### src/design/fat16_root_directory_file_locator_macros.svh
// ----------------------------------------------------------------------------
// FAT16 root directory file locator: assertion macros
// Concurrent check wrappers; define NO_ASSERTIONS to compile them out.
// ----------------------------------------------------------------------------
`ifndef FAT16_ROOT_DIRECTORY_FILE_LOCATOR_MACROS_SVH
`define FAT16_ROOT_DIRECTORY_FILE_LOCATOR_MACROS_SVH
`ifndef NO_ASSERTIONS
// antecedent implies consequent in the same cycle
`define FATL_ASSERT_IMP(lbl, ck, rstn, ante, cons, msg) \
  lbl: assert property (@(posedge ck) disable iff (!rstn) (ante) |-> (cons)) else $error(msg);
// condition must never hold
`define FATL_ASSERT_NEVER(lbl, ck, rstn, cond, msg) \
  lbl: assert property (@(posedge ck) disable iff (!rstn) !(cond)) else $error(msg);
`else
`define FATL_ASSERT_IMP(lbl, ck, rstn, ante, cons, msg)
`define FATL_ASSERT_NEVER(lbl, ck, rstn, cond, msg)
`endif
`endif

### src/design/fatl_pkg.sv
// ----------------------------------------------------------------------------
// fatl_pkg
// Types and constants shared by the FAT16 root directory file locator.
// ----------------------------------------------------------------------------
`default_nettype none

package fatl_pkg;

  localparam int unsigned SECTOR_BYTES_DEF = 512;
  localparam int unsigned ENTRY_SHIFT      = 5;     // 32-byte directory entries
  localparam int unsigned CFG_INDEX_W      = 3;
  localparam int unsigned CFG_DATA_W       = 64;

  localparam logic [7:0]  MARK_DELETED = 8'hE5;
  localparam logic [7:0]  SKIP_ATTR    = 8'h18;
  localparam logic [7:0]  MARK_END     = 8'h00;
  localparam logic [31:0] CLUSTER_BASE = 32'd2;

  // register reset values
  localparam logic [15:0] RESERVED_SECTORS_RST = 16'd1;
  localparam logic [7:0]  FAT_COPIES_RST       = 8'd2;
  localparam logic [15:0] ROOT_ENTRIES_RST     = 16'd512;
  localparam logic [7:0]  CLUSTER_SECTORS_RST  = 8'd1;

  typedef enum logic [CFG_INDEX_W-1:0] {
    REG_TARGET_NAME      = 3'd0,
    REG_TARGET_EXT       = 3'd1,
    REG_PARTITION_START  = 3'd2,
    REG_RESERVED_SECTORS = 3'd3,
    REG_FAT_COPIES       = 3'd4,
    REG_SECTORS_PER_FAT  = 3'd5,
    REG_ROOT_ENTRIES     = 3'd6,
    REG_CLUSTER_SECTORS  = 3'd7
  } cfg_reg_t;

  typedef enum logic [2:0] {
    ST_SKIPPED    = 3'd0,
    ST_NO_MATCH   = 3'd1,
    ST_FOUND      = 3'd2,
    ST_END_MARKER = 3'd3,
    ST_DIR_FULL   = 3'd4,
    ST_FINISHED   = 3'd5
  } status_t;

  // layout and target as seen by the scan stage
  typedef struct packed {
    logic [63:0] target_name;
    logic [23:0] target_ext;
    logic [31:0] first_data_sector;
    logic [15:0] slot_count;
    logic [7:0]  cluster_sectors;
  } layout_t;

endpackage

`default_nettype wire

### src/design/fatl_if.sv
// ----------------------------------------------------------------------------
// fatl_in_if / fatl_out_if
// Valid/ready channels for directory entries and lookup results.
// ----------------------------------------------------------------------------
`default_nettype none

interface fatl_in_if;
  logic        valid;
  logic        ready;
  logic        new_scan;
  logic [63:0] entry_name;
  logic [23:0] entry_ext;
  logic [7:0]  entry_attributes;
  logic [15:0] start_cluster;
  logic [31:0] entry_file_size;

  modport source (output valid, new_scan, entry_name, entry_ext, entry_attributes,
                  start_cluster, entry_file_size, input ready);
  modport sink   (input valid, new_scan, entry_name, entry_ext, entry_attributes,
                  start_cluster, entry_file_size, output ready);
endinterface

interface fatl_out_if;
  logic        valid;
  logic        ready;
  logic [2:0]  status;
  logic [15:0] file_index;
  logic [31:0] start_sector;
  logic [31:0] file_size;

  modport source (output valid, status, file_index, start_sector, file_size,
                  input ready);
  modport sink   (input valid, status, file_index, start_sector, file_size,
                  output ready);
endinterface

`default_nettype wire

### src/design/fat16_root_directory_file_locator.sv
// ----------------------------------------------------------------------------
// fat16_root_directory_file_locator
// Looks up one 8.3 file name among FAT16 root directory entries.
// ----------------------------------------------------------------------------
// Feed one 32-byte root directory entry per item, with new_scan set on the
// first entry of each lookup; every entry yields exactly one result. The
// block takes one entry per clock cycle while out_result is not held; an
// entry loads into the entry register when it is accepted, and its result
// loads into the result register once that register is free, after the
// single pass of compare, counter update and the cluster-to-sector
// multiply-add between those two registers. A result held on out_result keeps the entry
// behind it waiting, so at most two items are in the block. Derived layout
// values are registered from the configuration registers. SECTOR_BYTES must be a
// power of two from 512 to 4096. Once a scan has found its file, hit the end
// marker or run out of slots, every further entry answers "already finished"
// until new_scan is given again.
`default_nettype none

module fat16_root_directory_file_locator #(
  parameter int unsigned SECTOR_BYTES = fatl_pkg::SECTOR_BYTES_DEF
) (
  input  wire logic                             clk,
  input  wire logic                             rst_n,
  input  wire logic                             cfg_we,
  input  wire logic [fatl_pkg::CFG_INDEX_W-1:0] cfg_index,
  input  wire logic [fatl_pkg::CFG_DATA_W-1:0]  cfg_wdata,
  fatl_in_if.sink                               in_entry,
  fatl_out_if.source                            out_result
);

  fatl_pkg::layout_t layout;
  logic              scan_done;

  logic res_plain;
  logic res_open;
  logic res_closed;
  logic payload_zero;
  logic stall_empty;

  fatl_layout #(
    .SECTOR_BYTES (SECTOR_BYTES)
  ) u_layout (
    .clk       (clk),
    .rst_n     (rst_n),
    .cfg_we    (cfg_we),
    .cfg_index (cfg_index),
    .cfg_wdata (cfg_wdata),
    .layout    (layout)
  );

  fatl_scan u_scan (
    .clk        (clk),
    .rst_n      (rst_n),
    .layout     (layout),
    .in_entry   (in_entry),
    .out_result (out_result),
    .scan_done  (scan_done)
  );

  assign res_plain    = out_result.valid && out_result.status != fatl_pkg::ST_FOUND;
  assign res_open     = out_result.valid &&
                        (out_result.status == fatl_pkg::ST_SKIPPED ||
                         out_result.status == fatl_pkg::ST_NO_MATCH);
  assign res_closed   = out_result.valid && !res_open;
  assign payload_zero = out_result.file_index == 16'd0 &&
                        out_result.start_sector == 32'd0 &&
                        out_result.file_size == 32'd0;
  assign stall_empty  = !out_result.valid && !in_entry.ready;

`include "fat16_root_directory_file_locator_macros.svh"

  // payload fields other than status are zero unless the file was found
  `FATL_ASSERT_IMP(a_payload_zero, clk, rst_n, res_plain, payload_zero, "stray payload")

  // a terminal or finished result leaves the scan closed
  `FATL_ASSERT_IMP(a_done_terminal, clk, rst_n, res_closed, scan_done, "scan still open")

  // a skipped or non-matching entry leaves the scan open
  `FATL_ASSERT_IMP(a_open_ongoing, clk, rst_n, res_open, !scan_done, "scan closed early")

  // an empty result register never holds back the input
  `FATL_ASSERT_NEVER(a_ready_when_empty, clk, rst_n, stall_empty, "input stalled while empty")

endmodule

`default_nettype wire

### src/design/fatl_layout.sv
// ----------------------------------------------------------------------------
// fatl_layout
// Configuration registers and the derived volume layout (first data sector,
// root slot count), registered from the configuration registers.
// ----------------------------------------------------------------------------
`default_nettype none

module fatl_layout #(
  parameter int unsigned SECTOR_BYTES = fatl_pkg::SECTOR_BYTES_DEF
) (
  input  wire logic                               clk,
  input  wire logic                               rst_n,
  input  wire logic                               cfg_we,
  input  wire logic [fatl_pkg::CFG_INDEX_W-1:0]   cfg_index,
  input  wire logic [fatl_pkg::CFG_DATA_W-1:0]    cfg_wdata,
  output fatl_pkg::layout_t                       layout
);

  localparam int unsigned SectorShift = $clog2(SECTOR_BYTES);
  localparam int unsigned SlotShift   = SectorShift - fatl_pkg::ENTRY_SHIFT;
  localparam int unsigned RootBytesW  = 16 + fatl_pkg::ENTRY_SHIFT;

  logic [63:0] target_name_r;
  logic [23:0] target_ext_r;
  logic [31:0] partition_start_r;
  logic [15:0] reserved_sectors_r;
  logic [7:0]  fat_copies_r;
  logic [15:0] sectors_per_fat_r;
  logic [15:0] root_entries_r;
  logic [7:0]  cluster_sectors_r;

  logic [31:0] first_data_sector_r, first_data_sector_nxt;
  logic [15:0] slot_count_r, slot_count_nxt;

  logic [RootBytesW-1:0] root_bytes;
  logic [15:0]           root_sectors;
  logic [15:0]           slot_mask;
  logic [23:0]           fat_area;

  always_ff @(posedge clk) begin
    if (!rst_n) begin
      target_name_r      <= '0;
      target_ext_r       <= '0;
      partition_start_r  <= '0;
      reserved_sectors_r <= fatl_pkg::RESERVED_SECTORS_RST;
      fat_copies_r       <= fatl_pkg::FAT_COPIES_RST;
      sectors_per_fat_r  <= '0;
      root_entries_r     <= fatl_pkg::ROOT_ENTRIES_RST;
      cluster_sectors_r  <= fatl_pkg::CLUSTER_SECTORS_RST;
    end else if (cfg_we) begin
      unique case (fatl_pkg::cfg_reg_t'(cfg_index))
        fatl_pkg::REG_TARGET_NAME:      target_name_r      <= cfg_wdata;
        fatl_pkg::REG_TARGET_EXT:       target_ext_r       <= cfg_wdata[23:0];
        fatl_pkg::REG_PARTITION_START:  partition_start_r  <= cfg_wdata[31:0];
        fatl_pkg::REG_RESERVED_SECTORS: reserved_sectors_r <= cfg_wdata[15:0];
        fatl_pkg::REG_FAT_COPIES:       fat_copies_r       <= cfg_wdata[7:0];
        fatl_pkg::REG_SECTORS_PER_FAT:  sectors_per_fat_r  <= cfg_wdata[15:0];
        fatl_pkg::REG_ROOT_ENTRIES:     root_entries_r     <= cfg_wdata[15:0];
        fatl_pkg::REG_CLUSTER_SECTORS:  cluster_sectors_r  <= cfg_wdata[7:0];
      endcase
    end
  end

  // whole root directory sectors; slot count is that many sectors of entries
  assign root_bytes   = {root_entries_r, {fatl_pkg::ENTRY_SHIFT{1'b0}}};
  assign root_sectors = 16'(root_bytes >> SectorShift);
  assign slot_mask    = ~((16'd1 << SlotShift) - 16'd1);
  assign fat_area     = {16'd0, fat_copies_r} * {8'd0, sectors_per_fat_r};

  always_comb begin
    slot_count_nxt        = root_entries_r & slot_mask;
    first_data_sector_nxt = partition_start_r + {16'd0, reserved_sectors_r}
                          + {8'd0, fat_area} + {16'd0, root_sectors};
  end

  always_ff @(posedge clk) begin
    first_data_sector_r <= first_data_sector_nxt;
    slot_count_r        <= slot_count_nxt;
  end

  always_comb begin
    layout.target_name       = target_name_r;
    layout.target_ext        = target_ext_r;
    layout.first_data_sector = first_data_sector_r;
    layout.slot_count        = slot_count_r;
    layout.cluster_sectors   = cluster_sectors_r;
  end

endmodule

`default_nettype wire

### src/design/fatl_scan.sv
// ----------------------------------------------------------------------------
// fatl_scan
// Entry input register, scan counters, entry classification and name
// compare, and the result register.
// ----------------------------------------------------------------------------
`default_nettype none

module fatl_scan (
  input  wire logic              clk,
  input  wire logic              rst_n,
  input  wire fatl_pkg::layout_t layout,
  fatl_in_if.sink                in_entry,
  fatl_out_if.source             out_result,
  output logic                   scan_done
);

  typedef struct packed {
    logic        new_scan;
    logic [63:0] entry_name;
    logic [23:0] entry_ext;
    logic [7:0]  entry_attributes;
    logic [15:0] start_cluster;
    logic [31:0] entry_file_size;
  } entry_t;

  typedef struct packed {
    fatl_pkg::status_t status;
    logic [15:0]       file_index;
    logic [31:0]       start_sector;
    logic [31:0]       file_size;
  } result_t;

  logic    s1_valid_r;
  entry_t  s1_r;
  logic    out_valid_r;
  result_t res_r, res_nxt;

  logic [15:0] slots_seen_r, slots_seen_nxt;
  logic [15:0] valid_count_r, valid_count_nxt;
  logic        scan_done_r, scan_done_nxt;

  logic        advance;
  logic        in_ready;
  logic [7:0]  first_byte;
  logic [31:0] cluster_off;
  logic [31:0] cluster_prod;

  assign advance  = s1_valid_r && (!out_valid_r || out_result.ready);
  assign in_ready = !s1_valid_r || advance;
  assign in_entry.ready = in_ready;

  always_ff @(posedge clk) begin
    if (!rst_n) begin
      s1_valid_r <= 1'b0;
    end else if (in_ready) begin
      s1_valid_r <= in_entry.valid;
    end
  end

  always_ff @(posedge clk) begin
    if (in_ready && in_entry.valid) begin
      s1_r.new_scan         <= in_entry.new_scan;
      s1_r.entry_name       <= in_entry.entry_name;
      s1_r.entry_ext        <= in_entry.entry_ext;
      s1_r.entry_attributes <= in_entry.entry_attributes;
      s1_r.start_cluster    <= in_entry.start_cluster;
      s1_r.entry_file_size  <= in_entry.entry_file_size;
    end
  end

  // sector offset wraps modulo 2^32, as does the low-cluster subtraction
  assign first_byte   = s1_r.entry_name[63:56];
  assign cluster_off  = {16'd0, s1_r.start_cluster} - fatl_pkg::CLUSTER_BASE;
  assign cluster_prod = cluster_off * {24'd0, layout.cluster_sectors};

  always_comb begin
    slots_seen_nxt  = s1_r.new_scan ? 16'd0 : slots_seen_r;
    valid_count_nxt = s1_r.new_scan ? 16'd0 : valid_count_r;
    scan_done_nxt   = s1_r.new_scan ? 1'b0  : scan_done_r;
    res_nxt         = '0;
    priority if (scan_done_nxt) begin
      res_nxt.status = fatl_pkg::ST_FINISHED;
    end else if (slots_seen_nxt >= layout.slot_count) begin
      res_nxt.status = fatl_pkg::ST_DIR_FULL;
      scan_done_nxt  = 1'b1;
    end else if (first_byte == fatl_pkg::MARK_END) begin
      res_nxt.status = fatl_pkg::ST_END_MARKER;
      scan_done_nxt  = 1'b1;
    end else begin
      slots_seen_nxt = slots_seen_nxt + 16'd1;
      priority if (first_byte == fatl_pkg::MARK_DELETED ||
                   (s1_r.entry_attributes & fatl_pkg::SKIP_ATTR) != 8'd0) begin
        res_nxt.status = fatl_pkg::ST_SKIPPED;
      end else if (s1_r.entry_name == layout.target_name &&
                   s1_r.entry_ext == layout.target_ext) begin
        res_nxt.status       = fatl_pkg::ST_FOUND;
        res_nxt.file_index   = valid_count_nxt;
        res_nxt.start_sector = layout.first_data_sector + cluster_prod;
        res_nxt.file_size    = s1_r.entry_file_size;
        scan_done_nxt        = 1'b1;
      end else begin
        res_nxt.status  = fatl_pkg::ST_NO_MATCH;
        valid_count_nxt = valid_count_nxt + 16'd1;
      end
    end
  end

  always_ff @(posedge clk) begin
    if (!rst_n) begin
      slots_seen_r  <= '0;
      valid_count_r <= '0;
      scan_done_r   <= 1'b0;
      out_valid_r   <= 1'b0;
    end else begin
      if (advance) begin
        slots_seen_r  <= slots_seen_nxt;
        valid_count_r <= valid_count_nxt;
        scan_done_r   <= scan_done_nxt;
        out_valid_r   <= 1'b1;
      end else if (out_result.ready) begin
        out_valid_r <= 1'b0;
      end
    end
  end

  always_ff @(posedge clk) begin
    if (advance) begin
      res_r <= res_nxt;
    end
  end

  assign out_result.valid        = out_valid_r;
  assign out_result.status       = res_r.status;
  assign out_result.file_index   = res_r.file_index;
  assign out_result.start_sector = res_r.start_sector;
  assign out_result.file_size    = res_r.file_size;
  assign scan_done               = scan_done_r;

endmodule

`default_nettype wire

### src/flat_wrapper.sv
// flat-port wrapper written by rule: the top's interface ports become plain ports
module fat16_root_directory_file_locator_flat 
#(
  parameter int unsigned SECTOR_BYTES = fatl_pkg::SECTOR_BYTES_DEF
)
  (clk, rst_n, cfg_we, cfg_index, cfg_wdata, in_entry_valid, in_entry_new_scan, in_entry_entry_name, in_entry_entry_ext, in_entry_entry_attributes, in_entry_start_cluster, in_entry_entry_file_size, in_entry_ready, out_result_valid, out_result_status, out_result_file_index, out_result_start_sector, out_result_file_size, out_result_ready);
  fatl_in_if in_entry_i ();
  fatl_out_if out_result_i ();
  input  wire logic clk;
  input  wire logic rst_n;
  input  wire logic cfg_we;
  input  wire logic [fatl_pkg::CFG_INDEX_W-1:0] cfg_index;
  input  wire logic [fatl_pkg::CFG_DATA_W-1:0] cfg_wdata;
  input wire logic [$bits(in_entry_i.valid)-1:0] in_entry_valid;
  input wire logic [$bits(in_entry_i.new_scan)-1:0] in_entry_new_scan;
  input wire logic [$bits(in_entry_i.entry_name)-1:0] in_entry_entry_name;
  input wire logic [$bits(in_entry_i.entry_ext)-1:0] in_entry_entry_ext;
  input wire logic [$bits(in_entry_i.entry_attributes)-1:0] in_entry_entry_attributes;
  input wire logic [$bits(in_entry_i.start_cluster)-1:0] in_entry_start_cluster;
  input wire logic [$bits(in_entry_i.entry_file_size)-1:0] in_entry_entry_file_size;
  output wire logic [$bits(in_entry_i.ready)-1:0] in_entry_ready;
  output wire logic [$bits(out_result_i.valid)-1:0] out_result_valid;
  output wire logic [$bits(out_result_i.status)-1:0] out_result_status;
  output wire logic [$bits(out_result_i.file_index)-1:0] out_result_file_index;
  output wire logic [$bits(out_result_i.start_sector)-1:0] out_result_start_sector;
  output wire logic [$bits(out_result_i.file_size)-1:0] out_result_file_size;
  input wire logic [$bits(out_result_i.ready)-1:0] out_result_ready;
  assign in_entry_i.valid = in_entry_valid;
  assign in_entry_i.new_scan = in_entry_new_scan;
  assign in_entry_i.entry_name = in_entry_entry_name;
  assign in_entry_i.entry_ext = in_entry_entry_ext;
  assign in_entry_i.entry_attributes = in_entry_entry_attributes;
  assign in_entry_i.start_cluster = in_entry_start_cluster;
  assign in_entry_i.entry_file_size = in_entry_entry_file_size;
  assign in_entry_ready = in_entry_i.ready;
  assign out_result_valid = out_result_i.valid;
  assign out_result_status = out_result_i.status;
  assign out_result_file_index = out_result_i.file_index;
  assign out_result_start_sector = out_result_i.start_sector;
  assign out_result_file_size = out_result_i.file_size;
  assign out_result_i.ready = out_result_ready;
  fat16_root_directory_file_locator #(.SECTOR_BYTES(SECTOR_BYTES)) u_core (.clk(clk), .rst_n(rst_n), .cfg_we(cfg_we), .cfg_index(cfg_index), .cfg_wdata(cfg_wdata), .in_entry(in_entry_i), .out_result(out_result_i));
endmodule
### config.mk
export PLATFORM = sky130hd
export DESIGN_NAME = fat16_root_directory_file_locator_flat
export DESIGN_NICKNAME = d
export VERILOG_FILES = /design/src/design/fatl_pkg.sv /design/src/design/fatl_if.sv /design/src/design/fat16_root_directory_file_locator.sv /design/src/design/fatl_layout.sv /design/src/design/fatl_scan.sv /design/src/flat_wrapper.sv
export VERILOG_INCLUDE_DIRS = /design/src /design/src/design
export SDC_FILE = /design/constraint.sdc
export NUM_CORES = 2
export LEC_CHECK = 0
export ABC_CLOCK_PERIOD_IN_PS = 12000
export BUFFER_PORTS_ARGS = -buffer_cell sky130_fd_sc_hd__buf_2
export CORE_MARGIN = 1.5
export CORE_UTILIZATION = 46
export DETAILED_ROUTE_END_ITERATION = 7
export HOLD_SLACK_MARGIN = 0.12
export SLEW_MARGIN = 15
export SYNTH_ARGS = -nofsm -noshare
export SYNTH_HDL_FRONTEND = slang
export SYNTH_HIERARCHICAL = 1
export SYNTH_SLANG_ARGS = --single-unit
### constraint.sdc
create_clock -name clk -period 12 [get_ports clk]
set_input_delay 1.2 -clock clk [delete_from_list [all_inputs] [get_ports clk]]
set_output_delay 1.2 -clock clk [all_outputs]
set_load 0.02 [all_outputs]
==> results.ini <==
[global_route]
gr-total-overflow = 0
first_global_vias = 22700
grt_pass1_wl_microns = 120000
grt_max_degree = 117
grt_usage_pct = 22.1
antenna_found_initial = 6

[route]
drt_first_pass_iters = 7
vias = 22300
drt-total-wl_microns = 75500
avgRoutedWirePerCell_microns = 17.6
drc = 18
viasPerCell = 5.20
route.met3.wl_microns = 3550
drt_iter0_markers = 1594
top_layer_used = met5
wl_met2_microns = 36700
wirelength_met1_microns = 33400
drtAntennaViolNets = 0

[sta]
fin_crit_ns = 9.49
tightest_slew_ns = 1.10
finalHoldViolCount = 0
clock_skew_ns = 0.0463
max_freq_mhz = 105
post-route-period-util_pct = 79.1
setup_tns_ns = 0
setup_viol = 0
drv_slew = 0
max_slew_margin_pct = 26.3
fin_hold_ws_ns = 0.350
rsz0062_at_grt = no

[worst_setup_path]
crit_end = u_core/u_scan/out_result.start_sector[26]$_SDFFCE_PP0P_
setup.worst_path.class = register to register
path_buf_inv = 4
cp-end-kind = register
rr_worst_depth = 31
crit_family = simple AND/OR/NAND/NOR gates
r2r-end = u_core/u_scan/out_result.start_sector[26]$_SDFFCE_PP0P_
worstPathRequired_ns = 12.37
r2r_slack_ns = 2.51
rr_startpoint = u_core/u_scan/s1_r[33]$_DFFE_PP_
path_depth = 31
startpoint = u_core/u_scan/s1_r[33]$_DFFE_PP_
crit_fanout = 9
critPathLaunchType = register
worst-endpoint-arrival_ns = 9.86
slowest_stage = xnor2_1
cp_slowest_stage_delay_ns = 0.63

[pwr]
power_leakage_uw = 0.0152
power.density_nw_per_um2 = 114
p_total_uw = 3960
ir_drop_uv = 129

[yosys]
synth_area_leaders = edfxtp_1, dfxtp_1, fa_1, nand2_1, ha_1
yosys.area.top_type = edfxtp_1
syn-mean-instance-area_sq_um = 9.83
synth-seq-cells = 481
synthCells = 3135
syn_area_sq_um = 30800
synth_ff_type = dfxtp_1
synth_edf_count = 222
synth_top_area_share_pct = 21.6
synth_cell_types = 92
yosys_warnings = 6
ys_seq_area_share_pct = 38.5
async_reset_ff_share_pct = 0

[final_layout]
utilization_pct = 52.8
fill_cells = 5962
finalInstanceArea_sq_um = 34900
regArea_sq_um = 11900
multiInputGateArea_sq_um = 17000
area_delta_synth_final_pct = 13.2
layout-drive-gt1-share_pct = 12.9
fin_nets = 4004

[clock_tree]
cts-buffers-inserted = 54
cts_tree = yes
htree_levels = 2
clockBufferDepth = 3
cts_sinks = 481
root_buffer = clkbuf_16
path_clk_slew_ns = 0.06
cts_setup_buffers = 0
clock_latency_ns = 0.63
ctsResizeCount = 0
holdBufCountCts = 0

[floorplan]
core_area_sq_um = 66000
start_util_pct = 46.7
num_io_pins = 302
die_area_sq_um = 68500
die_h_microns = 262
die_width_microns = 262
fp-row-count = 94

[run_status]
violations = design-rule violations
status = complete, but fails checks

[hold_path]
worstHoldPathType = register to register

[placement]
port_buffers = 295
globalplace.congestion = 0.853
place_area_sq_um = 33000
place_hpwl_microns = 56400

[flow_run]
max_cap_violations = 0

layout make-up:
class / instances / share of cell area, %
clock inverters: 21 / 0.833
repair buffers: 309 / 4.61
clock buffers: 80 / 4.42
flip-flops and latches: 481 / 34.0
multi-input cells: 2134 / 48.8
inverters: 395 / 4.25
well taps: 864 / 3.10
diodes: 3 / 0.0215
Yosys cell counts, types with 6 or more instances:
cell type  count
nand2_1      590
inv_1        394
dfxtp_1      259
fa_1         241
edfxtp_1     222
and2_1       177
a21boi_0     176
ha_1         171
clkbuf_1     116
xnor2_1      108
nor2_1        84
a21oi_1       79
xor2_1        62
nand3_1       57
nand4_1       40
o21ai_0       36
a21o_1        34
nor2b_1       30
nand2b_1      20
nor3_1        19
mux2i_1       18
a31oi_1       15
nor4_1        14
and3_1        13
a211oi_1      11
o21bai_1      10
o31ai_1        8
or3_1          8
and2b_2        6
worst min-delay path by stage:
stage	start	end	cells after the start
detailed placement	u_core/u_layout/root_entries_r[9]$_SDFFE_PN1P_	u_core/u_layout/slot_count_r[9]$_DFF_P_	0
global placement	u_core/u_layout/root_entries_r[9]$_SDFFE_PN1P_	u_core/u_layout/slot_count_r[9]$_DFF_P_	0
floorplan	u_core/u_layout/root_entries_r[9]$_SDFFE_PN1P_	u_core/u_layout/slot_count_r[9]$_DFF_P_	0
CTS	u_core/u_layout/root_entries_r[9]$_SDFFE_PN1P_	u_core/u_layout/slot_count_r[9]$_DFF_P_	0
global route	u_core/u_layout/root_entries_r[9]$_SDFFE_PN1P_	u_core/u_layout/slot_count_r[9]$_DFF_P_	0
finish	u_core/u_layout/root_entries_r[9]$_SDFFE_PN1P_	u_core/u_layout/slot_count_r[9]$_DFF_P_	0
cell usage in the layout, fill, tap and decap left out, types with 83 or more instances in the layout:
cell,netlist,routed
nand2_1,590,588
inv_1,394,394
buf_2,2,294
dfxtp_1,259,259
fa_1,241,241
edfxtp_1,222,222
and2_1,177,176
a21boi_0,176,176
ha_1,171,171
xnor2_1,108,108
nor2_1,84,83
routing by layer:
| layer | vias to the layer above | track usage [%] |
|---|---|---|
| met5 | - | 0 |
| met4 | 6 | 6.23 |
| met3 | 103 | 2.70 |
| met2 | 560 | 37.4 |
| met1 | 10900 | 29.8 |
| li1 | 10700 | - |
report_power, final:
| group | switching (uW) | total, uW | internal [uW] | leakage, uW |
|---|---|---|---|---|
| registers | 39.4 | 1820 | 1780 | 0.00418 |
| clock network | 700 | 1680 | 984 | 0.000893 |
| logic | 275 | 453 | 178 | 0.0102 |
stage by stage:
step,std cells,setup WS [ns]
floorplan,3138,3.69
global placement,4182,2.77
global route,4287,1.88
finish,4287,2.51
detailed placement,4182,2.55
CTS,4283,2.50
flip-flops by register name, summed over array words and instances (netlist names):
name and flops:
u_core/u_layout/target_ext_r 24, u_core/u_layout/cluster_sectors_r 8, u_core/u_scan/s1_valid_r 1, u_core/u_scan/scan_done 1, u_core/u_scan/slots_seen_r 16, u_core/u_layout/reserved_sectors_r 16
u_core/u_scan/out_result.start_sector 32, u_core/u_scan/first_byte 8, u_core/u_layout/target_name_r 64, u_core/u_layout/slot_count_r 12, u_core/u_layout/root_entries_r 12, u_core/u_scan/out_result.file_size 32
u_core/u_layout/partition_start_r 32, u_core/u_scan/valid_count_r 16, u_core/u_scan/out_result.valid 1, u_core/u_scan/out_result.file_index 16, u_core/u_scan/s1_r 131, u_core/u_layout/fat_copies_r 8
u_core/u_scan/out_result.status 3, u_core/u_layout/first_data_sector_r 32, u_core/u_layout/sectors_per_fat_r 16
worst register-to-register path, delay by kind of cell (launching register included):
kind                       cells  cell delay (ns)
and+or+nand+nor               12             3.06
DFF                            1             0.54
buffers and inverters          4             0.34
AOI/OAI and AO/OA              5             1.38
adders and majority gates      7             2.93
xor gates and xnor gates       3             1.01
cells by family after synthesis:
logic type / after synthesis / synth area share, %
XOR/XNOR: 172 / 4.94
AO/OA/AOI/OAI: 437 / 10.2
other: 1 / 0.0122
multiplexers: 18 / 0.585
AND/OR/NAND/NOR: 1091 / 16.7
adder cells (fa/ha/maj): 412 / 22.6
flip-flops: 481 / 38.5
buffers and inverters: 523 / 6.48
(Power assumes the default switching activity.)
